### src/sv/bad_pkg.sv
package bad_pkg;

    typedef struct packed {
        logic       mode;
        logic [7:0] pos_x;
        logic [7:0] pos_y;
        logic [7:0] in_red;
        logic [7:0] in_green;
        logic [7:0] in_blue;
        logic [7:0] in_alpha;
    } in_item_t;

    typedef struct packed {
        logic [7:0] out_red;
        logic [7:0] out_green;
        logic [7:0] out_blue;
        logic [7:0] out_alpha;
        logic [8:0] sample_count;
    } out_item_t;

    localparam logic [2:0] REG_SOURCE_WIDTH  = 3'd0;
    localparam logic [2:0] REG_SOURCE_HEIGHT = 3'd1;
    localparam logic [2:0] REG_STEP_X        = 3'd2;
    localparam logic [2:0] REG_STEP_Y        = 3'd3;
    localparam logic [2:0] REG_HAS_ALPHA     = 3'd4;
    localparam logic [2:0] REG_ALPHA_GAIN    = 3'd5;

    typedef struct packed {
        logic start_load;
        logic start_setup;
        logic start_sum;
        logic start_div;
        logic load_out;
    } bad_cmd_t;

    typedef struct packed {
        logic setup_done;
        logic sum_done;
        logic div_done;
    } bad_sts_t;

endpackage

### src/sv/bad_ctrl.sv
module bad_ctrl
    import bad_pkg::*;
(
    input  logic     clk,
    input  logic     rst_n,
    input  logic     in_valid,
    output logic     in_stall,
    input  logic     in_mode,
    output logic     out_valid,
    input  logic     out_stall,
    output bad_cmd_t cmd,
    input  bad_sts_t sts
);

    typedef enum logic [2:0] {
        ST_IDLE,
        ST_SETUP,
        ST_SUM,
        ST_DIV,
        ST_OUT
    } state_t;

    state_t state_reg, state_next;
    logic   out_valid_reg, out_valid_next;
    logic   accept;

    assign in_stall  = (state_reg != ST_IDLE);
    assign out_valid = out_valid_reg;
    assign accept    = in_valid && !in_stall;

    always_comb
    begin
        state_next       = state_reg;
        out_valid_next   = out_valid_reg;
        cmd              = '0;
        case (state_reg)
            ST_IDLE:
            begin
                if (accept)
                begin
                    cmd.start_load = 1'b1;
                    if (in_mode)
                    begin
                        state_next = ST_SETUP;
                    end
                end
            end
            ST_SETUP:
            begin
                cmd.start_setup = 1'b1;
                if (sts.setup_done)
                begin
                    state_next = ST_SUM;
                    cmd.start_sum = 1'b1;
                end
            end
            ST_SUM:
            begin
                if (sts.sum_done)
                begin
                    state_next = ST_DIV;
                    cmd.start_div = 1'b1;
                end
            end
            ST_DIV:
            begin
                if (sts.div_done)
                begin
                    state_next = ST_OUT;
                end
            end
            ST_OUT:
            begin
                if (!(out_valid_reg && out_stall))
                begin
                    cmd.load_out   = 1'b1;
                    out_valid_next = 1'b1;
                    state_next     = ST_IDLE;
                end
            end
            default:
            begin
                state_next = ST_IDLE;
            end
        endcase
        if (out_valid_reg && !out_stall && !cmd.load_out)
        begin
            out_valid_next = 1'b0;
        end
    end

    always_ff @(posedge clk or negedge rst_n)
    begin
        if (!rst_n)
        begin
            state_reg     <= ST_IDLE;
            out_valid_reg <= 1'b0;
        end
        else
        begin
            state_reg     <= state_next;
            out_valid_reg <= out_valid_next;
        end
    end

endmodule

### config.mk
export PLATFORM = sky130hd
export DESIGN_NAME = bad_ctrl
export DESIGN_NICKNAME = d
export VERILOG_FILES = /design/src/sv/bad_pkg.sv /design/src/sv/bad_ctrl.sv
export SDC_FILE = /design/constraint.sdc
export NUM_CORES = 1
export LEC_CHECK = 0
export ABC_CLOCK_PERIOD_IN_PS = 2250
export BUFFER_PORTS_ARGS = -buffer_cell sky130_fd_sc_hd__clkbuf_2
export CORE_AREA = 2 2 39 41
export DETAILED_ROUTE_END_ITERATION = 16
export DIE_AREA = 0 0 41 43
export MAX_ROUTING_LAYER = met4
export SYNTH_ARGS = -nofsm -noshare
export SYNTH_HDL_FRONTEND = slang
export SYNTH_SLANG_ARGS = --single-unit
### constraint.sdc
create_clock -name clk -period 2.25 [get_ports clk]
set_clock_uncertainty 0.05 [all_clocks]
set_input_delay 0.225 -clock clk [delete_from_list [all_inputs] [get_ports clk]]
set_output_delay 0.225 -clock clk [all_outputs]
set_load 0.005 [all_outputs]
Yosys cells after proc, flatten, opt, wreduce, memory -nomap -nowiden
Index checks and enable logic that the tools add are counted.

word-level totals
  word-level logic and storage cells = 43
  register bits = 4
  output and inout port bits = 7

cells by class
  eq/ne operators = 11
  muxes and demuxes = 18
  reduce and logical (&&, ||, !) cells = 12

operator list
  kind                  count
  $mux W3               6
  $pmux W3 S5           1
  $ne A2 B2 Y1 const B  6
  $mux W1               10
  $eq A3 B2 Y1 const B  2
  $reduce_and A6 Y1     1
  $logic_and A1 B1 Y1   4
  $eq A3 B1 Y1 const B  1
  $eq A3 B3 Y1 const B  1
  $logic_not A1 Y1      3
  $logic_not A3 Y1      1
  $reduce_bool A3 Y1    1
  $mux W2               1
  $ne A2 B1 Y1 const B  1
  $reduce_and A2 Y1     1
  $reduce_bool A2 Y1    1

Depth between registers and ports, before layout
Gate-level depths: netlist (run 1).

  depth after elaboration = 7
  depth in mapped cells = 3
  mapped depth without buffers = 2

Least setup slack after synthesis (run 1)
No wires, ideal clock.

  path type = flip-flop to output port
  start point = register state_reg[1]
  end point = output cmd[0] (netlist name)
  data required time = 1,975 ps
  stages on the path, launching flop included = 4
  setup slack = 954 ps
  buffers on the path = 1
  arrival = 1,021 ps
  cell sequence = dfrtp_1 buf_6 or3b_4 a21oi_1

RTL lines
  what                      line             text
  start: declaration        bad_ctrl.sv:23   state_t state_reg, state_next;
  start signal: assignment  bad_ctrl.sv:101  state_reg <= state_next;
  end: declaration          bad_ctrl.sv:11   output bad_cmd_t cmd,

==> reports/metrics.csv, run 1 <==
stage,metric,value,unit
synthesis,Syn Inst Count,26,
pwr,Logic pwr share,40.3,%
die,I/O pins,15,
sta,Slew @ Worst Pin,301,ps
worst_setup_path,Critical Path End,cmd[0],
synthesis,Mapped Nets,34,
placement,Detailed Place HPWL,448,um
sta,setup TNS,0,ps
layout,Finished Layout Cells,59,
placement,Placer Congestion,0.700,
grt,largest net degree at the start of global routing,12,
layout,max FFs per register,3,
sta,Final Hold Viols,0,
synthesis,post-synthesis cell area,246,sq um
worst_setup_path,worst reg2reg path depth,2,
layout,fraction of layout cells with a size suffix above 1,48.8,%
placement,Port Buffers,14,
hold_path,hold path depth,3,
sta,Final Cycle Share,73.9,%
pwr,cell-internal power,0.251,mW
clocking,CTS Buf Count,3,
clocking,# clock sinks,4,
clocking,clock tree buffer depth,2,
detailed_routing,Wirelength per Cell,10.1,um
pwr,Clk network pwr share,22.3,%
die,Initial Util,17.8,%
clocking,CTS tree,yes,
clocking,H-Tree Level Count,1,
placement,Placement Cell Area,325,sq um
detailed_routing,Antenna Violating Nets Remaining,0,
pwr,Sw Share,37.1,%
grt,grt ovf,0,
worst_setup_path,r2r setup slk,970,ps
sta,"Slew Viols, Final",0,
pwr,Sw Pwr,0.148,mW
run,Max Cap Viol,0,
synthesis,Yosys reg bits,4,
detailed_routing,Vias per Instance,4.14,
worst_setup_path,r2r endpoint,state_reg[0],
worst_setup_path,critical setup path kind,reg -> out,
layout,FILL cells,164,
layout,Final Cell Area,358,sq um
hold_path,Hold Crit Class,in -> reg,
placement,Placed Instances,55,
worst_setup_path,CP required,1980,ps
die,Die Span X,41,um
layout,"most common cell after layout, fill and taps aside",clkbuf_2,
worst_setup_path,crit-path max FO,11,
synthesis,register area share after synthesis,40.6,%
synthesis,Unique masters post-synth,16,
sta,Min Hold Slack,194,ps
worst_setup_path,Crit. End Element,output pin,
worst_setup_path,worst flop-to-flop path startpoint,state_reg[1],
clocking,"CTS clk-pin slew, worst paths",40,ps
detailed_routing,final WL,595,um
die,die area,1760,sq um
sta,Final Setup Violations,0,
sta,Tmin final,1660,ps
layout,Final Util,25.9,%
synthesis,leading area contributor after synthesis,dfrtp_1,
synthesis,synth top area cells,"dfrtp_1 (41%), a21oi_1 (6.1%), nand2_1 (6.1%)",
detailed_routing,TritonRoute pass-1 iters,3,
layout,nets,53,
die,die height,43,um
worst_setup_path,crit path launch type,register,
grt,vias in the first global route,250,
worst_setup_path,crit path launch,state_reg[1],
clocking,setup bufs post-CTS,0,
pwr,PD cells,1110,nW/um^2
die,Rows,14,
grt,first-pass GRT wire length,966,um
sta,Slew HR,79.9,%
clocking,root buffer cell,clkbuf_4,
clocking,Worst-Skew Late Latency,230,ps
detailed_routing,DR iter-0 viols,4,
grt,initial antenna violation count,0,
sta,maximum clock rate,0.601,GHz
detailed_routing,vias post-DR,244,
synthesis,top cell type's share of synthesized area,40.6,%
pwr,Seq pwr share,37.5,%
pwr,Leak Pwr,0.183,nW
layout,Ant. Diodes,0,
detailed_routing,drt drc,0,
grt,gr usage total,9.01,%
worst_setup_path,crit path DAT,1390,ps
pwr,VDD IR-drop max,0.257,mV
die,Core ar.,1380,sq um
synthesis,YS warnings,0,
outcome,status,finished clean,
sta,RSZ-0062 raised after global routing,no,
layout,"commonest non-fill, non-tap cells in the layout","clkbuf_2 (14), nand2_1 (4), dfrtp_1 (4), a21oi_1 (3), clkbuf_4 (3)",
synthesis,syn_area_per_cell,9.48,sq um
layout,Area Overhead vs Synth,45.2,%
[worst min path at each step]
| stage | from | endpoint |
|---|---|---|
| final | out_stall | out_valid |
| after global routing | out_stall | out_valid |
| after CTS | out_stall | out_valid |
| after detailed placement | rst_n | state_reg[0] |
| after global placement | rst_n | state_reg[0] |
| after floorplan | rst_n | out_valid |
[stage by stage]
stage               setup slack (ps)  power, mW
floorplan                        954      0.256
global placement                 863      0.306
detailed placement               847      0.311
CTS                              593      0.404
global route                     505      0.429
finish                           587      0.398
[cells in the mapped netlist]
| master | n |
|---|---|
| dfrtp_1 | 4 |
| nand2_1 | 4 |
| a21oi_1 | 3 |
| nand3b_1 | 2 |
| nor2_1 | 2 |
| a21bo_2 | 1 |
| a221oi_1 | 1 |
| buf_6 | 1 |
| inv_1 | 1 |
| mux2_2 | 1 |
| nand2b_1 | 1 |
| nor3_1 | 1 |
| nor3b_1 | 1 |
| o22ai_2 | 1 |
| or3_1 | 1 |
| or3b_4 | 1 |
[per-layer routing]
metal,GRT usage (%),part of all wire [%]
met1,10.2,43
met2,10.9,53
met5,-,0
met4,10.0,0
met3,3.14,4.0
[worst max-delay path, stage by stage, from the launching register on]
cell,delay [ps]
dfrtp_1,480
or3b_4,430
a21oi_1,120
clkbuf_2,130
[cell type report]
| type | instances | area, sq um | share of cell area, % |
|---|---|---|---|
| clock buffers | 3 | 22.5 | 6.29 |
| inverters | 1 | 3.75 | 1.05 |
| multi-input cells | 20 | 131 | 36.7 |
| flip-flops and latches | 4 | 100 | 28.0 |
| well taps | 16 | 20.0 | 5.59 |
| repair buffers | 15 | 80.1 | 22.4 |
[power groups by stage]
stage	registers, mW	clock network (mW)	logic (mW)
final	0.149	0.0887	0.160
after global routing	0.157	0.0911	0.181
after CTS	0.148	0.0925	0.163
after detailed placement	0.149	0	0.161
after global placement	0.145	0	0.160
after floorplan	0.125	0	0.131
[logic make-up (layout without fill, tap and decap cells)]
kind of cell | count (synthesis) | after routing | share of synthesized area, %
compound gates | 6 | 6 | 18.8
simple gates | 13 | 13 | 29.9
mux | 1 | 1 | 4.57
flops | 4 | 4 | 40.6
buf+inv | 2 | 19 | 6.09
[repair_timing]
item | CTS | global route
hold buffers | 1 | 0
hold endpoints to repair | 4 | 0
resized for setup | 0 | 0
Note: power is estimated with default switching activity, not from simulation.
==> run 2: changes to the inputs <==
ABC_AREA = 1   (was unset)
ABC_CLOCK_PERIOD_IN_PS = 1600   (was 2250)
clock period = 1.6 ns   (was 2.25 ns; I/O delays follow)
==> run 2 against run 1 <==
Design area rose by 13%. Non-clock buffer count did not move. Setup slack got worse by 400 ps. Routed wire length is 9.6% higher. Largest power group unchanged.
==> reports/metrics.csv, run 2 <==
stage,metric,value,unit
detailed_routing,Vias per Instance,4.11,
detailed_routing,Wirelength per Cell,7.95,um
layout,"most common cell after layout, fill and taps aside",nand2_1,
detailed_routing,Top Layer Used,met4,
placement,Placer Congestion,0.657,
run,Max Cap Viol,0,
layout,fraction of layout cells with a size suffix above 1,31.8,%
sta,Final Cycle Share,88.4,%
pwr,Tot Pwr,0.690,mW
pwr,Leak Pwr,0.273,nW
detailed_routing,DR iter-0 viols,7,
synthesis,syn_area_per_cell,5.89,sq um
synthesis,synth top area cells,"dfrtp_1 (35%), nand2_1 (23%), inv_1 (13%)",
synthesis,ys flop type,dfrtp_1,
synthesis,register area share after synthesis,35.4,%
sta,Slew @ Worst Pin,206,ps
pwr,PD cells,1700,nW/um^2
die,Die Span X,41,um
detailed_routing,Antenna Violating Nets Remaining,0,
synthesis,Unique masters post-synth,8,
clocking,H-Tree Level Count,1,
worst_setup_path,critical setup path kind,reg -> out,
synthesis,post-synthesis cell area,283,sq um
detailed_routing,met3 wire length,34,um
hold_path,Hold Crit Class,in -> reg,
sta,maximum clock rate,0.707,GHz
detailed_routing,TritonRoute pass-1 iters,4,
synthesis,leading area contributor after synthesis,dfrtp_1,
grt,vias in the first global route,297,
synthesis,YS warnings,0,
synthesis,Mapped Nets,56,
layout,Final Cell Area,405,sq um
detailed_routing,vias post-DR,337,
placement,Placed Instances,78,
synthesis,Post-synth EDFFs,0,
die,Initial Util,20.4,%
die,die height,43,um
clocking,setup bufs post-CTS,0,
worst_setup_path,CP required,1390,ps
synthesis,Yosys reg bits,4,
sta,"Slew Viols, Final",0,
detailed_routing,final WL,652,um
clocking,"CTS clk-pin slew, worst paths",40,ps
worst_setup_path,slowest stage cell on the critical path,dfrtp_1,
clocking,Worst-Skew Late Latency,240,ps
layout,"commonest non-fill, non-tap cells in the layout","nand2_1 (17), clkbuf_2 (14), inv_1 (10), nand3_1 (6), nor2_1 (6)",
die,Core ar.,1380,sq um
worst_setup_path,crit-path max FO,6,
placement,Placement Cell Area,373,sq um
layout,nets,76,
worst_setup_path,"slowest stage delay, CP",440,ps
placement,Detailed Place HPWL,564,um
sta,setup TNS,0,ps
outcome,status,finished clean,
grt,first-pass GRT wire length,1130,um
layout,Finished Layout Cells,82,
synthesis,top cell type's share of synthesized area,35.4,%
clocking,root buffer cell,clkbuf_4,
grt,grt ovf,0,
detailed_routing,routed wl met2,334,um
worst_setup_path,crit path cell chain,"nor2_2, nand2_1, nor2_1, clkbuf_2",
synthesis,top-count cell post-synth,nand2_1,
placement,Port Buffers,14,
synthesis,"Async S/R FF share, synth",100,%
worst_setup_path,CP bufs+invs,1,
layout,register area,100,sq um
layout,Ant. Diodes,0,
worst_setup_path,Crit. End Element,output pin,
layout,max FFs per register,3,
synthesis,"top cells by count, synth","nand2_1 (17), inv_1 (10), nand3_1 (6), nor2_1 (6), dfrtp_1 (4)",
sta,Final Setup Violations,0,
die,Rows,14,
sta,Tmin final,1410,ps
grt,largest net degree at the start of global routing,7,
sta,Slew HR,86.2,%
detailed_routing,drt drc,0,
clocking,CTS tree,yes,
synthesis,Syn Inst Count,48,
grt,gr usage total,10.8,%
sta,Final Hold Viols,0,
worst_setup_path,crit path launch type,register,
die,I/O pins,15,
worst_setup_path,crit path DAT,1200,ps
sta,RSZ-0062 raised after global routing,no,
layout,area of the multi-input gates,141,sq um
layout,FILL cells,167,
detailed_routing,Met1 Wirelength,245,um
worst_setup_path,Worst path top cell family by delay,flip-flops,
grt,initial antenna violation count,0,
die,die area,1760,sq um
clocking,CTS Buf Count,3,
pwr,VDD IR-drop max,0.432,mV
clocking,clock tree buffer depth,2,
layout,Area Overhead vs Synth,43.4,%
clocking,# clock sinks,4,
run 2: cell type report:
class                           count  area share (%)
Multi-Input combinational cell     33            34.9
Sequential cell                     4            24.7
Timing Repair Buffer               15            19.8
Tap cell                           16            4.94
Clock buffer                        3            5.56
Inverter                           11            10.2
run 2: report_power, final:
group	switching, mW	internal [mW]	total, mW
clock	0.0444	0.0841	0.128
combinational	0.218	0.148	0.366
sequential	0.0509	0.145	0.196
run 2: logic make-up after synthesis:
| logic type | synth area share, % |
|---|---|
| simple gates | 50.0 |
| flops | 35.4 |
| buf+inv | 14.6 |
run 2: metrics by stage:
step           worst slack [ps]  utilization (%)  hold WS (ps)
2_1_floorplan               530                -          -186
3_3_place_gp                431             26.9         -82.2
3_5_place_dp                414             26.9         -75.8
4_1_cts                     197             29.3           144
5_1_grt                    83.2             29.3           204
6_report                    185             29.3           147
run 2: layer usage:
metal  vias up  track usage, %
met5         -               -
met4         0            12.0
met3         5            3.14
met2        13            15.6
met1       139            9.80
li1        180               -
run 2: worst reg2reg max path, delay by kind of cell (launching register included):
kind / cells / cell delay (ps)
flops: 1 / 440
buf+inv: 1 / 50
simple gates: 5 / 550
run 2: worst paths after layout:
| path | cells after the start | slack [ps] | start | to |
|---|---|---|---|---|
| setup / recovery | 4 | 190 | state_reg[0] | cmd[1] |
| hold / removal | 3 | 150 | out_stall | out_valid |
| setup reg to reg | 6 | 400 | state_reg[0] | state_reg[2] |
| hold reg to reg | 2 | 490 | out_valid | out_valid |
| max in group asynchronous | 2 | 1160 | rst_n | state_reg[2] |
| min in group asynchronous | 2 | 210 | rst_n | state_reg[1] |
run 2: timing repair:
action | 4_1_cts | 5_1_grt
gates resized for setup | 0 | 0
hold buffers | 1 | 0
hold endpoints to repair | 4 | 0
